## src/rtl/rlde_pkg.sv

```systemverilog
// Shared types, codes and constant tables for the ring line direction estimator.
`timescale 1ns / 1ps
`default_nettype none

package rlde_pkg;

    // Fixed field widths of the stream channels
    localparam int CHANNEL_W   = 5;
    localparam int VALUE_W     = 12;
    localparam int MAP_W       = 32;
    localparam int COUNT_W     = 6;
    localparam int ANGLE_W     = 11;
    localparam int S_DATA_W    = 24;
    localparam int M_DATA_W    = 56;

    localparam int THRESHOLD_RESET = 1000;
    localparam int NO_ANGLE        = 1023;

    // Angle arithmetic: angles in units of 2^-16 degree, sums scaled by 2^20
    localparam int DEG_SHIFT    = 16;
    localparam int DEG_ONE      = 65536;
    localparam int SCALE_SHIFT  = 20;
    localparam int CORDIC_STEPS = 16;
    localparam int ROM_FRAC     = 14;
    localparam int RING_STEPS   = 32;

    typedef enum logic {
        OP_SAMPLE    = 1'b0,
        OP_THRESHOLD = 1'b1
    } op_t;

    typedef enum logic [1:0] {
        ST_IDLE,
        ST_CHECK,
        ST_ANGLE,
        ST_OUT
    } top_state_t;

    typedef enum logic [2:0] {
        CS_IDLE,
        CS_ITER,
        CS_SUB,
        CS_WRAP,
        CS_TRUNC
    } cordic_state_t;

    typedef struct packed {
        logic sample;
        logic thr_write;
        logic clear;
    } acc_cmd_t;

    typedef struct packed {
        logic prev_online;
        logic sums_nonzero;
    } acc_status_t;

    localparam int COS_Q14 [RING_STEPS] = '{
        16384, 16083, 15191, 13741, 11786, 9397, 6664, 3686,
        572, -2563, -5604, -8438, -10963, -13085, -14726, -15826,
        -16344, -16262, -15582, -14330, -12551, -10311, -7692, -4790,
        -1713, 1428, 4516, 7438, 10087, 12365, 14189, 15491
    };

    localparam int SIN_Q14 [RING_STEPS] = '{
        0, 3126, 6138, 8923, 11381, 13421, 14968, 15964,
        16374, 16182, 15396, 14044, 12176, 9860, 7182, 4240,
        1143, -1997, -5063, -7943, -10531, -12733, -14466, -15668,
        -16294, -16322, -15749, -14598, -12911, -10749, -8192, -5334
    };

    localparam int ATAN_DEG16 [CORDIC_STEPS] = '{
        2949120, 1740967, 919879, 466945, 234379, 117304, 58666, 29335,
        14668, 7334, 3667, 1833, 917, 458, 229, 115
    };

    // Brings a Q1.14 table value to frac_bits fraction bits, rounding half
    // away from zero when bits are dropped.
    function automatic int trig_rescale(input int v, input int frac_bits);
        int sh;
        int m;
        sh = frac_bits - ROM_FRAC;
        if (sh >= 0) begin
            return v <<< sh;
        end
        m = (v < 0) ? -v : v;
        m = (m + ((1 << (-sh)) >> 1)) >> (-sh);
        return (v < 0) ? -m : m;
    endfunction

endpackage

`default_nettype wire

```

## src/rtl/rlde_frame_acc.sv

```systemverilog
// Threshold table, direction table and per-frame hit accumulators.
`timescale 1ns / 1ps
`default_nettype none

module rlde_frame_acc #(
    parameter int SENSOR_COUNT   = 32,
    parameter int SAMPLE_BITS    = 12,
    parameter int TRIG_FRAC_BITS = 14
) (
    input  wire logic                                 aclk,
    input  wire logic                                 aresetn,
    input  wire rlde_pkg::acc_cmd_t                   cmd,
    input  wire logic [rlde_pkg::CHANNEL_W-1:0]       channel,
    input  wire logic [rlde_pkg::VALUE_W-1:0]         value,
    output logic [SENSOR_COUNT-1:0]                   hit_map,
    output logic [$clog2(SENSOR_COUNT+1)-1:0]         hit_count,
    output logic signed [TRIG_FRAC_BITS+6:0]          sum_cos,
    output logic signed [TRIG_FRAC_BITS+6:0]          sum_sin,
    output rlde_pkg::acc_status_t                     status
);
    import rlde_pkg::*;

    localparam int IDX_W = $clog2(SENSOR_COUNT);
    localparam int CNT_W = $clog2(SENSOR_COUNT + 1);
    localparam int TW    = TRIG_FRAC_BITS + 2;
    localparam int SW    = TRIG_FRAC_BITS + 7;

    logic [SAMPLE_BITS-1:0]   thr_reg [SENSOR_COUNT];
    logic signed [TW-1:0]     cos_rom [SENSOR_COUNT];
    logic signed [TW-1:0]     sin_rom [SENSOR_COUNT];

    logic [SENSOR_COUNT-1:0]  map_reg;
    logic [CNT_W-1:0]         count_reg;
    logic signed [SW-1:0]     cos_sum_reg;
    logic signed [SW-1:0]     sin_sum_reg;
    logic                     prev_online_reg;

    logic [IDX_W-1:0]         idx;
    logic                     in_range;
    logic [SAMPLE_BITS-1:0]   sample_val;
    logic                     hit;

    genvar g;
    generate
        for (g = 0; g < SENSOR_COUNT; g++) begin : g_rom
            assign cos_rom[g] = TW'(trig_rescale(COS_Q14[g], TRIG_FRAC_BITS));
            assign sin_rom[g] = TW'(trig_rescale(SIN_Q14[g], TRIG_FRAC_BITS));
        end
    endgenerate

    assign idx        = channel[IDX_W-1:0];
    assign in_range   = ({1'b0, channel} < (CHANNEL_W + 1)'(SENSOR_COUNT));
    assign sample_val = SAMPLE_BITS'(value);

    // Only the first hit of a channel within a frame counts.
    assign hit = cmd.sample && in_range && (sample_val > thr_reg[idx]) && !map_reg[idx];

    always_ff @(posedge aclk) begin
        if (!aresetn) begin
            for (int i = 0; i < SENSOR_COUNT; i++) begin
                thr_reg[i] <= SAMPLE_BITS'(THRESHOLD_RESET);
            end
        end else if (cmd.thr_write && in_range) begin
            thr_reg[idx] <= sample_val;
        end
    end

    always_ff @(posedge aclk) begin
        if (!aresetn) begin
            map_reg         <= '0;
            count_reg       <= '0;
            cos_sum_reg     <= '0;
            sin_sum_reg     <= '0;
            prev_online_reg <= 1'b0;
        end else if (cmd.clear) begin
            prev_online_reg <= (count_reg != '0);
            map_reg         <= '0;
            count_reg       <= '0;
            cos_sum_reg     <= '0;
            sin_sum_reg     <= '0;
        end else if (hit) begin
            map_reg[idx] <= 1'b1;
            count_reg    <= count_reg + CNT_W'(1);
            cos_sum_reg  <= cos_sum_reg + SW'(cos_rom[idx]);
            sin_sum_reg  <= sin_sum_reg + SW'(sin_rom[idx]);
        end
    end

    assign hit_map             = map_reg;
    assign hit_count           = count_reg;
    assign sum_cos             = cos_sum_reg;
    assign sum_sin             = sin_sum_reg;
    assign status.prev_online  = prev_online_reg;
    assign status.sums_nonzero = (cos_sum_reg != '0) && (sin_sum_reg != '0);

endmodule

`default_nettype wire

```

## src/rtl/rlde_cordic.sv

```systemverilog
// Iterative CORDIC vectoring unit that turns the two sums into a line angle.
`timescale 1ns / 1ps
`default_nettype none

module rlde_cordic #(
    parameter int TRIG_FRAC_BITS = 14
) (
    input  wire logic                                 aclk,
    input  wire logic                                 aresetn,
    input  wire logic                                 start,
    input  wire logic signed [TRIG_FRAC_BITS+6:0]     sum_cos,
    input  wire logic signed [TRIG_FRAC_BITS+6:0]     sum_sin,
    output logic                                      done,
    output logic signed [rlde_pkg::ANGLE_W-1:0]       angle
);
    import rlde_pkg::*;

    localparam int SW     = TRIG_FRAC_BITS + 7;
    localparam int XW     = TRIG_FRAC_BITS + 29;
    localparam int ZW     = 28;
    localparam int STEP_W = $clog2(CORDIC_STEPS);

    localparam logic signed [ZW-1:0] Z_180    = ZW'(180 * DEG_ONE);
    localparam logic signed [ZW-1:0] Z_270    = ZW'(270 * DEG_ONE);
    localparam logic signed [ZW-1:0] Z_360    = ZW'(360 * DEG_ONE);
    localparam logic signed [ZW-1:0] DEG_FRAC = ZW'(DEG_ONE - 1);

    cordic_state_t          state_reg, state_next;
    logic [STEP_W-1:0]      iter_reg, iter_next;
    logic signed [XW-1:0]   x_reg, x_next;
    logic signed [XW-1:0]   y_reg, y_next;
    logic signed [ZW-1:0]   z_reg, z_next;

    logic signed [XW-1:0]   cx_ext;
    logic signed [XW-1:0]   cy_ext;
    logic signed [XW-1:0]   x_sh;
    logic signed [XW-1:0]   y_sh;
    logic signed [ZW-1:0]   atan_step;
    logic                   y_pos;
    logic signed [ZW-1:0]   z_round;

    assign cx_ext    = XW'(sum_cos) <<< SCALE_SHIFT;
    assign cy_ext    = XW'(sum_sin) <<< SCALE_SHIFT;
    assign x_sh      = x_reg >>> iter_reg;
    assign y_sh      = y_reg >>> iter_reg;
    assign atan_step = ZW'(ATAN_DEG16[iter_reg]);
    assign y_pos     = !y_reg[XW-1] && (y_reg != '0);

    always_ff @(posedge aclk) begin
        if (!aresetn) begin
            state_reg <= CS_IDLE;
            iter_reg  <= '0;
        end else begin
            state_reg <= state_next;
            iter_reg  <= iter_next;
        end
    end

    always_ff @(posedge aclk) begin
        x_reg <= x_next;
        y_reg <= y_next;
        z_reg <= z_next;
    end

    always_comb begin
        state_next = state_reg;
        iter_next  = iter_reg;
        x_next     = x_reg;
        y_next     = y_reg;
        z_next     = z_reg;
        case (state_reg)
            CS_IDLE: begin
                if (start) begin
                    iter_next  = '0;
                    state_next = CS_ITER;
                    // A vector in the left half plane is mirrored through the origin
                    // and starts half a turn away.
                    if (sum_cos[SW-1]) begin
                        x_next = -cx_ext;
                        y_next = -cy_ext;
                        z_next = sum_sin[SW-1] ? -Z_180 : Z_180;
                    end else begin
                        x_next = cx_ext;
                        y_next = cy_ext;
                        z_next = '0;
                    end
                end
            end
            CS_ITER: begin
                if (y_pos) begin
                    x_next = x_reg + y_sh;
                    y_next = y_reg - x_sh;
                    z_next = z_reg + atan_step;
                end else begin
                    x_next = x_reg - y_sh;
                    y_next = y_reg + x_sh;
                    z_next = z_reg - atan_step;
                end
                iter_next = iter_reg + STEP_W'(1);
                if (iter_reg == STEP_W'(CORDIC_STEPS - 1)) begin
                    state_next = CS_SUB;
                end
            end
            CS_SUB: begin
                z_next     = Z_270 - z_reg;
                state_next = CS_WRAP;
            end
            CS_WRAP: begin
                if (z_reg < -Z_180) begin
                    z_next = z_reg + Z_360;
                end else if (z_reg >= Z_180) begin
                    z_next = z_reg - Z_360;
                end
                state_next = CS_TRUNC;
            end
            CS_TRUNC: begin
                state_next = CS_IDLE;
            end
            default: begin
                state_next = CS_IDLE;
            end
        endcase
    end

    // Biasing negative angles before the shift gives truncation toward zero.
    assign z_round = z_reg + (z_reg[ZW-1] ? DEG_FRAC : ZW'(0));
    assign angle   = z_round[DEG_SHIFT +: ANGLE_W];
    assign done    = (state_reg == CS_TRUNC);

endmodule

`default_nettype wire

```

## src/rtl/ring_line_direction_estimator.sv

```systemverilog
// Top level of the ring line direction estimator: control sequencer and result register.
//
// Input stream: one transfer per item. s_tuser[0] selects a sensor sample or a
// threshold write, s_tdata carries the channel and the value, s_tlast marks the
// last sample of a frame. Threshold writes and samples without s_tlast give no
// result and are taken one per cycle while s_tready is high.
// Output stream: one transfer per frame, carrying the hit bitmap, the hit count,
// the any-online flag and the line angle in whole degrees (1023 when no angle).
// Sequence: after a frame-end sample the sequencer checks whether an angle is needed;
// if so the iterative CORDIC runs its 16 iterations of adder and shifter, then its
// subtract, wrap and truncate steps; without an angle it goes straight to the output.
// s_tready is low from the frame-end transfer until the result is loaded into
// the output register, so no item is taken while a frame end is in progress.
// A result waiting on m_tready does not block samples, but the next frame end
// waits until the output register is free.
// Reset (aresetn low, synchronous) sets every threshold to 1000, clears the
// accumulators and the previous-frame flag and drops m_tvalid.
`timescale 1ns / 1ps
`default_nettype none

module ring_line_direction_estimator #(
    parameter int SENSOR_COUNT   = 32,
    parameter int SAMPLE_BITS    = 12,
    parameter int TRIG_FRAC_BITS = 14
) (
    input  wire logic                              aclk,
    input  wire logic                              aresetn,
    input  wire logic                              s_tvalid,
    output logic                                   s_tready,
    // channel [4:0], value [16:5], zero padding [23:17]
    input  wire logic [rlde_pkg::S_DATA_W-1:0]     s_tdata,
    // opcode [0]
    input  wire logic [0:0]                        s_tuser,
    input  wire logic                              s_tlast,
    output logic                                   m_tvalid,
    input  wire logic                              m_tready,
    // online_map [31:0], online_count [37:32], any_online [38],
    // line_angle [49:39], zero padding [55:50]
    output logic [rlde_pkg::M_DATA_W-1:0]          m_tdata
);
    import rlde_pkg::*;

    localparam int CNT_W = $clog2(SENSOR_COUNT + 1);
    localparam int SW    = TRIG_FRAC_BITS + 7;

    top_state_t                 state_reg, state_next;
    logic                       m_valid_reg, m_valid_next;
    logic [M_DATA_W-1:0]        m_data_reg;
    logic signed [ANGLE_W-1:0]  ang_reg;

    logic                       accept;
    logic                       is_sample;
    logic                       out_load;
    logic                       cordic_start;
    logic                       cordic_done;
    logic signed [ANGLE_W-1:0]  cordic_angle;

    acc_cmd_t                   acc_cmd;
    acc_status_t                acc_status;
    logic [SENSOR_COUNT-1:0]    acc_map;
    logic [CNT_W-1:0]           acc_count;
    logic signed [SW-1:0]       acc_cos;
    logic signed [SW-1:0]       acc_sin;

    logic [MAP_W-1:0]           out_map;
    logic [COUNT_W-1:0]         out_count;
    logic                       out_any;
    logic [ANGLE_W-1:0]         out_angle;

    assign s_tready  = (state_reg == ST_IDLE);
    assign accept    = s_tvalid && s_tready;
    assign is_sample = (op_t'(s_tuser[0]) == OP_SAMPLE);
    assign out_load  = (state_reg == ST_OUT) && (!m_valid_reg || m_tready);

    assign acc_cmd.sample    = accept && is_sample;
    assign acc_cmd.thr_write = accept && !is_sample;
    assign acc_cmd.clear     = out_load;

    assign cordic_start = (state_reg == ST_CHECK) && acc_status.prev_online
                          && acc_status.sums_nonzero;

    rlde_frame_acc #(
        .SENSOR_COUNT   (SENSOR_COUNT),
        .SAMPLE_BITS    (SAMPLE_BITS),
        .TRIG_FRAC_BITS (TRIG_FRAC_BITS)
    ) u_frame_acc (
        .aclk      (aclk),
        .aresetn   (aresetn),
        .cmd       (acc_cmd),
        .channel   (s_tdata[CHANNEL_W-1:0]),
        .value     (s_tdata[CHANNEL_W +: VALUE_W]),
        .hit_map   (acc_map),
        .hit_count (acc_count),
        .sum_cos   (acc_cos),
        .sum_sin   (acc_sin),
        .status    (acc_status)
    );

    rlde_cordic #(
        .TRIG_FRAC_BITS (TRIG_FRAC_BITS)
    ) u_cordic (
        .aclk    (aclk),
        .aresetn (aresetn),
        .start   (cordic_start),
        .sum_cos (acc_cos),
        .sum_sin (acc_sin),
        .done    (cordic_done),
        .angle   (cordic_angle)
    );

    always_ff @(posedge aclk) begin
        if (!aresetn) begin
            state_reg   <= ST_IDLE;
            m_valid_reg <= 1'b0;
        end else begin
            state_reg   <= state_next;
            m_valid_reg <= m_valid_next;
        end
    end

    always_comb begin
        state_next   = state_reg;
        m_valid_next = m_valid_reg;
        if (m_tready) begin
            m_valid_next = 1'b0;
        end
        case (state_reg)
            ST_IDLE: begin
                if (accept && is_sample && s_tlast) begin
                    state_next = ST_CHECK;
                end
            end
            ST_CHECK: begin
                state_next = cordic_start ? ST_ANGLE : ST_OUT;
            end
            ST_ANGLE: begin
                if (cordic_done) begin
                    state_next = ST_OUT;
                end
            end
            ST_OUT: begin
                if (out_load) begin
                    m_valid_next = 1'b1;
                    state_next   = ST_IDLE;
                end
            end
            default: begin
                state_next = ST_IDLE;
            end
        endcase
    end

    always_ff @(posedge aclk) begin
        if ((state_reg == ST_CHECK) && !cordic_start) begin
            ang_reg <= ANGLE_W'(NO_ANGLE);
        end else if ((state_reg == ST_ANGLE) && cordic_done) begin
            ang_reg <= cordic_angle;
        end
        if (out_load) begin
            m_data_reg <= M_DATA_W'({ang_reg, (acc_count != '0), COUNT_W'(acc_count),
                                     MAP_W'(acc_map)});
        end
    end

    assign m_tvalid = m_valid_reg;
    assign m_tdata  = m_data_reg;

    assign out_map   = m_data_reg[MAP_W-1:0];
    assign out_count = m_data_reg[MAP_W +: COUNT_W];
    assign out_any   = m_data_reg[MAP_W + COUNT_W];
    assign out_angle = m_data_reg[MAP_W + COUNT_W + 1 +: ANGLE_W];

    // The count must agree with the bitmap it was built alongside.
    assert property (@(posedge aclk) disable iff (!aresetn)
        m_valid_reg |-> ($countones(out_map) == 32'(out_count)))
        else $error("result count does not match the bitmap");

    assert property (@(posedge aclk) disable iff (!aresetn)
        m_valid_reg |-> (out_any == (out_count != '0)))
        else $error("any_online disagrees with the count");

    assert property (@(posedge aclk) disable iff (!aresetn)
        m_valid_reg |-> ((out_angle == ANGLE_W'(NO_ANGLE))
                         || (($signed(out_angle) >= -11'sd180)
                             && ($signed(out_angle) <= 11'sd179))))
        else $error("line angle outside its range");

    // Once a result is loaded the frame accumulators start from empty.
    assert property (@(posedge aclk) disable iff (!aresetn)
        out_load |=> ((acc_map == '0) && (acc_count == '0)))
        else $error("frame accumulators not cleared after a result");

endmodule

`default_nettype wire
```

## config.mk

```make
export PLATFORM = sky130hd
export DESIGN_NAME = ring_line_direction_estimator
export DESIGN_NICKNAME = d
export VERILOG_FILES = /design/src/rtl/rlde_pkg.sv /design/src/rtl/rlde_frame_acc.sv /design/src/rtl/rlde_cordic.sv /design/src/rtl/ring_line_direction_estimator.sv
export SDC_FILE = /design/constraint.sdc
export NUM_CORES = 2
export LEC_CHECK = 0
export BUFFER_PORTS_ARGS = -buffer_cell sky130_fd_sc_hd__buf_4
export CELL_PAD_IN_SITES_DETAIL_PLACEMENT = 0
export CELL_PAD_IN_SITES_GLOBAL_PLACEMENT = 1
export CORE_MARGIN = 5
export CORE_UTILIZATION = 45
export CTS_CLUSTER_DIAMETER = 100
export DETAILED_ROUTE_END_ITERATION = 6
export PLACE_DENSITY = 0.7
export SYNTH_ARGS = -nofsm -noshare
export SYNTH_HDL_FRONTEND = slang
export SYNTH_SLANG_ARGS = --single-unit
```

## constraint.sdc

```tcl
create_clock -name aclk -period 7.3 [get_ports aclk]
set_input_delay 0.365 -clock aclk [delete_from_list [all_inputs] [get_ports aclk]]
set_output_delay 0.365 -clock aclk [all_outputs]
set_load 0.005 [all_outputs]
```

After elaboration in Yosys (flattened, before gate mapping) --
Memories as Yosys holds them, arrays and structs flattened. Index checks and enable logic that the tools add are counted.
Operators by class: add/sub/neg operators 16, multipliers 0, div/mod/pow operators 0, magnitude comparators 7, equality and inequality tests 14, shifts and indexed selects 2, muxes and demuxes 46, bitwise logic cells 5, reduce and logical (&&, ||, !) cells 33
Operators by type and width (number):
- 43-bit two-way mux | 6
- 28-bit two-way mux | 8
- 43-bit one-hot mux with 2 select lines | 2
- 28-bit one-hot mux with 4 select lines | 1
- 43-bit adder | 2
- 41-bit negator with 43-bit output | 2
- 43-bit by 4-bit >>> shifter with 43-bit output | 2
- 43-bit subtractor | 2
- 16-bit two-way mux | 5
- 43-bit nonzero test | 1
- 21-bit by 16-bit adder with 21-bit output | 2
- 21-bit nonzero test | 2
- 32-bit bitwise OR | 1
- 28-bit by 26-bit adder with 28-bit output, second input constant | 1
- 28-bit adder | 1
- 28-bit by 25-bit >= comparator with 1-bit output, second input constant | 1
- 28-bit by 25-bit less-than comparator with 1-bit output, second input constant | 1
- 26-bit by 28-bit subtractor with 28-bit output, first input constant | 1
- 28-bit by 26-bit subtractor with 28-bit output, second input constant | 1
- 28-bit subtractor | 1
- 27-bit adder | 1
- 1-bit logical AND | 14
- 12-bit greater-than comparator | 1
- 12-bit two-way mux | 1
- 39 further kinds | 63
Word-level totals: bits in registers 266, latch bits 0, bits in writable memories 384, ROM bits 1536, input bits 30, output and inout port bits 58, word-level logic and storage cells 141, memories 4
Memory list:
- (no name shown) | depth 32, bits a word 16, read ports 1, clocked after Yosys merged registers in 0, write ports 0, RTL line rlde_frame_acc.sv:84 | cos_sum_reg <= cos_sum_reg + SW'(cos_rom[idx]);
- (no name shown) | depth 32, bits a word 16, read ports 1, clocked after Yosys merged registers in 0, write ports 0, RTL line rlde_frame_acc.sv:85 | sin_sum_reg <= sin_sum_reg + SW'(sin_rom[idx]);
- (no name shown) | depth 16, bits a word 32, read ports 1, clocked after Yosys merged registers in 0, write ports 0, RTL line rlde_cordic.sv:46 | assign atan_step = ZW'(ATAN_DEG16[iter_reg]);
- u_frame_acc.thr_reg | depth 32, bits a word 12, read ports 1, clocked after Yosys merged registers in 0, write ports 32, RTL line rlde_frame_acc.sv:28 | logic [SAMPLE_BITS-1:0] thr_reg [SENSOR_COUNT];

Depth between registers and ports, before layout --
depth after elaboration 8, depth in mapped cells 32, depth with buffers taken out 25

By module --
Synthesis repeated with hierarchy kept, for this count alone.
Unflattened totals: cell total of the unflattened synthesis 4538, area, all modules 46108.0 um^2
Modules (own cells, without submodules):
- rlde_frame_acc | times used 1, cells an instance 2021, area each 24164.4 um^2, sequential area each 13152.6 um^2
- rlde_cordic | times used 1, cells an instance 2381, area each 19737.7 um^2, sequential area each 3563.4 um^2
- ring_line_direction_estimator | times used 1, cells an instance 136, area each 2205.9 um^2, sequential area each 1781.7 um^2

Least setup slack after synthesis --
OpenSTA, ideal clock, no wires.
path kind reg2reg, start point register u_cordic.iter_reg[3], end point register u_cordic.x_reg[41], data pin, library setup time 0.266 ns, arrival 6.093 ns, required time 7.034 ns, slack 0.941 ns, stages on the path, launching flop included 26, path buffers 7, clock period less this slack 6.359 ns, cells stage by stage dfxtp_1 -> buf_4 -> buf_4 -> clkbuf_1 -> buf_4 -> clkbuf_1 -> buf_1 -> clkbuf_1 -> mux2i_1 -> ha_1 -> inv_1 -> o31ai_1 -> a21oi_1 -> xnor2_1 -> ha_1 -> a2111oi_0 -> o21ai_0 -> a41o_1 -> a221oi_1 -> nand3_1 -> a41o_1 -> a31oi_1 -> o21ai_0 -> a21oi_1 -> xor2_1 -> nor2_1
Between the ends: word-level cells in the longest chain between the ends 4, elaborated cells between the ends (all ways) 5, classes of those cells 2 x add/sub; 1 x shift; 2 x mux
RTL lines:
- start: declaration | RTL line rlde_cordic.sv:29 | logic [STEP_W-1:0] iter_reg, iter_next;
- start signal: assignment | RTL line rlde_cordic.sv:55 | iter_reg <= iter_next;
- 43-bit by 4-bit >>> shifter with 43-bit output (*) | RTL line rlde_cordic.sv:45 | assign y_sh = y_reg >>> iter_reg;
- 43-bit subtractor / 43-bit adder (equally long branches) | RTL line rlde_cordic.sv:95, rlde_cordic.sv:91
- 43-bit two-way mux (*) | RTL line rlde_cordic.sv:90 | if (y_pos) begin
- 43-bit one-hot mux with 2 select lines (*) | RTL line rlde_cordic.sv:71 | case (state_reg)
- net u_cordic.x_next[41] | RTL line rlde_cordic.sv:30 | logic signed [XW-1:0] x_reg, x_next;
- end signal: assignment | RTL line rlde_cordic.sv:60 | x_reg <= x_next;
- end: declaration | RTL line rlde_cordic.sv:30
Mark *: on every way through the listed nets, which the timed path passes. The rest lies on a longest branch. A chain may end at the register's enable or synchronous reset.

Worst setup path after layout --
start point register u_cordic.iter_reg[2], end point register u_cordic.y_reg[42], data pin
Between the ends: word-level cells in the longest chain between the ends 4, elaborated cells between the ends (all ways) 5, classes of those cells 2 x add/sub; 1 x shift; 2 x mux
RTL lines:
- 43-bit by 4-bit >>> shifter with 43-bit output (*) | RTL line rlde_cordic.sv:44 | assign x_sh = x_reg >>> iter_reg;
- 43-bit adder / 43-bit subtractor (equally long branches) | RTL line rlde_cordic.sv:96, rlde_cordic.sv:92
- 43-bit two-way mux (*) | RTL line rlde_cordic.sv:90
- 43-bit one-hot mux with 2 select lines (*) | RTL line rlde_cordic.sv:71
- net u_cordic.y_next[42] | RTL line rlde_cordic.sv:31 | logic signed [XW-1:0] y_reg, y_next;
- end signal: assignment | RTL line rlde_cordic.sv:61 | y_reg <= y_next;
- end: declaration | RTL line rlde_cordic.sv:31
Marked as above.

==> out/summary.txt <==
STATUS
-------------------------------------------------------------------------------------
Run status                                                               finished clean

TIMING
-------------------------------------------------------------------------------------
Max Clk Rate                                                               0.1467 GHz
Min Clock Period, post-route                                                 6.816 ns
Final Hold Violating Endpoints                                                      0
Remaining max-slew budget at the tightest pin                                  18.92%
Final setup vio count                                                               0
Number of pins exceeding their max-slew limit in the final report                   0
Hold Slack                                                                 0.03915 ns
Actual slew at the worst max-slew pin                                        1.205 ns
Final cycle utilization of the critical path                                   93.37%
RSZ-0062 raised after global routing                                               no
TNS Setup                                                                        0 ns
Largest clock skew in the final design                                     0.04611 ns

GLOBAL ROUTE
-------------------------------------------------------------------------------------
Overall track demand over capacity in global routing                           24.73%
Overflow after GRT                                                                  0
Pin count of the biggest net entering global routing                               88
Number of antenna violations at the first check in global routing                   3
Via count of the first global-routing pass                                     34,400
First-pass GRT wire length                                                 210,400 µm

FLOORPLAN
-------------------------------------------------------------------------------------
Core area                                                                 101,600 µm²
DIE WIDTH                                                                    329.5 µm
Num rows                                                                          117
Floorplan die area                                                        108,600 µm²
Boundary pin count                                                                 88
Starting Density                                                               45.21%
Die Y-Extent                                                                 329.5 µm

POWER
-------------------------------------------------------------------------------------
Power density over the cells                                             185.7 nW/µm²
Leakage power                                                                18.03 nW
Worst voltage drop across the vdd grid                                       175.3 µV

CELLS AND AREA
-------------------------------------------------------------------------------------
Antenna Diode Count                                                                 0
Flip-flop count of the largest register after layout                              384
Post-route cell area                                                       50,380 µm²
Post-Route Utilization                                                         49.59%
FILL cells                                                                      9,343
Area occupied by multi-input gates                                         25,770 µm²
Nets@finish                                                                     4,704
Sequential cell area                                                       18,510 µm²
Ratio of cells with drive above 1 in the final layout                          13.12%
Layout area overhead                                                           9.678%

LOGIC SYNTHESIS
-------------------------------------------------------------------------------------
Synth Area in Adders                                                           6.227%
Count of flip-flops with a built-in enable after synthesis                        548
Area share of the largest cell type after synthesis                            35.83%
Gate count after technology mapping                                             4,508
Synthesized flop and latch total                                                  650
Post-synthesis cell area                                                   45,930 µm²
Most used flip-flop cell after synthesis                                 sky130_fd_sc_hd__edfxtp_1
Mean post-synth cell area                                                   10.19 µm²
Synthesized-area fraction occupied by xor and xnor cells                       5.884%
Largest area contributor in the netlist                                  sky130_fd_sc_hd__edfxtp_1
Dominant combinational cell family by area after synthesis               simple AND/OR/NAND/NOR gates
Yosys synthesis warning count                                                       0
Distinct cell type count of the synthesized netlist                               109
Multiplexer area fraction after synthesis                                      12.39%
Synthesized-area fraction occupied by ao, oa, aoi and oai cells                15.02%
Share of synthesized area occupied by flip-flops and latches                   40.27%
Top post-synthesis cells by area                                         sky130_fd_sc_hd__edfxtp_1, sky130_fd_sc_hd__mux4_2, sky130_fd_sc_hd__ha_1
Async set or reset register ratio after synthesis                                  0%
Synth Area in Simple Gates                                                     16.43%

CLOCK TREE
-------------------------------------------------------------------------------------
Buffer count from post-CTS setup fixing                                             0
Max Buffers Root-to-Sink                                                            3
Clk Latency, worst-skew pair                                                  0.66 ns
Clock buffers created by TritonCTS                                                 78
PostCTS Resize Cnt                                                                  0
Clock tree from TritonCTS                                                         yes
Number of sinks on the clock net                                                  650
Post-CTS Hold Fix Bufs                                                              0
Number of levels in the clock H-tree                                                3
Clock-pin slew of the registers on the worst-case setup and hold paths        0.06 ns
Buffer cell driving the clock tree root                                  sky130_fd_sc_hd__clkbuf_16

ROUTE
-------------------------------------------------------------------------------------
Detailed-route DRC error count                                                      0
Routed Antenna Nets                                                                 0
Violation count after the first detailed-route iteration                        3,064
Wire length per cell after detailed routing                                  23.23 µm
Vias per cell                                                                   6.021
Iteration count of the initial detailed-routing pass                                6
Routed vias                                                                    35,409
Final wirelength                                                           136,600 µm

SETUP PATH
-------------------------------------------------------------------------------------
CP required                                                                   7.64 ns
Worst Setup End Kind                                                             flop
Ordered cell list for the critical path                                  buf_12 -> buf_4 -> mux4_2 -> a2111oi_1 -> o21ai_0 -> nor3_2 -> nand2_1 -> o21a_1 -> xor2_1 -> ha_1 -> a21o_1 -> a21oi_1 -> nand3_1 -> o211ai_1 -> o21ai_0 -> buf_4 -> a221o_1 -> o41ai_1 -> xnor2_1 -> nand2_1 -> o21ai_1
Critical path peak fanout                                                          59
Arrival time worst endpoint                                                   7.15 ns
Highest-delay cell along the critical path                               sky130_fd_sc_hd__dfxtp_4
Nature of the critical path startpoint                                           flop
Max incr delay on CP                                                          0.81 ns
Crit Path Class                                                               reg2reg

WORST HOLD PATH
-------------------------------------------------------------------------------------
Type of the tightest min-delay check                                           in2reg

PLACED DESIGN
-------------------------------------------------------------------------------------
Dpl hpwl                                                                    95,150 µm
Placer congestion estimate                                                     0.8610
Buffers added on ports                                                             74
Cell Area, Placed                                                          47,670 µm²

RUN
-------------------------------------------------------------------------------------
Number of maximum-capacitance violations                                            0

==> Yosys cell counts, types with 34 or more instances <==
library cell / n
sky130_fd_sc_hd__mux2i_1: 91
sky130_fd_sc_hd__nand2_1: 353
sky130_fd_sc_hd__nor3_1: 68
sky130_fd_sc_hd__and3_1: 54
sky130_fd_sc_hd__buf_1: 46
sky130_fd_sc_hd__inv_1: 77
sky130_fd_sc_hd__xnor2_1: 193
sky130_fd_sc_hd__ha_1: 219
sky130_fd_sc_hd__dfxtp_1: 102
sky130_fd_sc_hd__a31oi_1: 36
sky130_fd_sc_hd__mux4_2: 168
sky130_fd_sc_hd__edfxtp_1: 548
sky130_fd_sc_hd__nor2b_1: 41
sky130_fd_sc_hd__or3_1: 200
sky130_fd_sc_hd__a21oi_1: 343
sky130_fd_sc_hd__xor2_1: 113
sky130_fd_sc_hd__mux2_2: 52
sky130_fd_sc_hd__nand2b_1: 61
sky130_fd_sc_hd__clkbuf_1: 223
sky130_fd_sc_hd__nor2_1: 394
sky130_fd_sc_hd__a21o_1: 96
sky130_fd_sc_hd__and2_1: 162
sky130_fd_sc_hd__o21ai_0: 259
sky130_fd_sc_hd__nand3_1: 64
sky130_fd_sc_hd__a211oi_1: 34
==> cell usage in the layout (no fill, tap or decap), types with 36 or more instances in the layout <==
cell | netlist | final
sky130_fd_sc_hd__nor2_1 | 394 | 393
sky130_fd_sc_hd__mux4_2 | 168 | 168
sky130_fd_sc_hd__a31oi_1 | 36 | 36
sky130_fd_sc_hd__mux2_2 | 52 | 52
sky130_fd_sc_hd__nand3_1 | 64 | 63
sky130_fd_sc_hd__nand2_1 | 353 | 350
sky130_fd_sc_hd__nor3_1 | 68 | 68
sky130_fd_sc_hd__and2_1 | 162 | 162
sky130_fd_sc_hd__xnor2_1 | 193 | 193
sky130_fd_sc_hd__a21oi_1 | 343 | 343
sky130_fd_sc_hd__o21ai_0 | 259 | 234
sky130_fd_sc_hd__or3_1 | 200 | 200
sky130_fd_sc_hd__nand2b_1 | 61 | 60
sky130_fd_sc_hd__edfxtp_1 | 548 | 548
sky130_fd_sc_hd__mux2i_1 | 91 | 91
sky130_fd_sc_hd__buf_4 | 13 | 172
sky130_fd_sc_hd__dfxtp_1 | 102 | 98
sky130_fd_sc_hd__a21o_1 | 96 | 96
sky130_fd_sc_hd__inv_1 | 77 | 73
sky130_fd_sc_hd__clkbuf_16 | 0 | 82
sky130_fd_sc_hd__nor2b_1 | 41 | 40
sky130_fd_sc_hd__ha_1 | 219 | 219
sky130_fd_sc_hd__and3_1 | 54 | 54
sky130_fd_sc_hd__xor2_1 | 113 | 113
==> cell families after synthesis <==
group,Yosys count
flops,650
buf+inv,402
compound gates,1092
simple gates,1504
mux,327
fa+ha+maj,225
xor+xnor,307
other cells,1
==> worst max-delay path: cells and delay by family, from the launching register on <==
kind,cells,cell delay (ns)
XOR/XNOR,2,0.28
flip-flops,1,0.81
AO/OA/AOI/OAI,10,2.78
adder cells (fa/ha/maj),1,0.36
AND/OR/NAND/NOR,4,0.79
buffers and inverters,3,0.96
multiplexers,1,0.43
==> power by group <==
group          switching, mW  total (mW)  internal, mW
logic                  0.704        1.08         0.380
clock network           1.72        4.11          2.39
registers             0.0653        4.16          4.09
total                   2.49        9.35          6.87
==> metal layers <==
metal / routed length, µm / up-vias / part of all wire [%] / global-route usage, %
met5: 13 / - / 0.0095 / 0
met4: 3885 / 2 / 2.8 / 6.839
met3: 7577 / 209 / 5.5 / 4.104
met2: 63890 / 915 / 47 / 40.27
met1: 61230 / 17501 / 45 / 34.43
li1: - / 16782 / - / -
==> per-stage QoR <==
step                      setup slack (ns)  instances  power, mW
final                               0.4839       5881      9.354
after global routing               0.02228       5881      9.706
after CTS                           0.5932       5881      9.437
after global placement              0.7315       5737      5.309
after floorplan                     0.9407       4513      4.951
after detailed placement            0.6665       5737      5.320
==> area by class of cell <==
cell class,instances,area share [%]
Multi-Input combinational cell,3461,51.15
Sequential cell,650,36.75
Clock buffer,96,4.217
Tap cell,1368,3.398
Timing Repair Buffer,176,2.710
Clock inverter,48,1.162
Inverter,82,0.6135
==> worst paths after layout <==
path / from / endpoint / slack, ns / cells after the start
hold / removal: s_tdata[5] / u_frame_acc.thr_reg[28][0]$_SDFFCE_PN0P_ / 0.04 / 2
setup reg to reg: u_cordic.iter_reg[2]$_SDFFE_PN0P_ / u_cordic.y_reg[42]$_DFFE_PP_ / 0.48 / 21
setup / recovery: u_cordic.iter_reg[2]$_SDFFE_PN0P_ / u_cordic.y_reg[42]$_DFFE_PP_ / 0.48 / 21
hold reg to reg: ang_reg[4]$_SDFFE_PP1P_ / m_tdata[43]$_DFFE_PP_ / 0.43 / 0
Power figures use the tool's default switching activity.
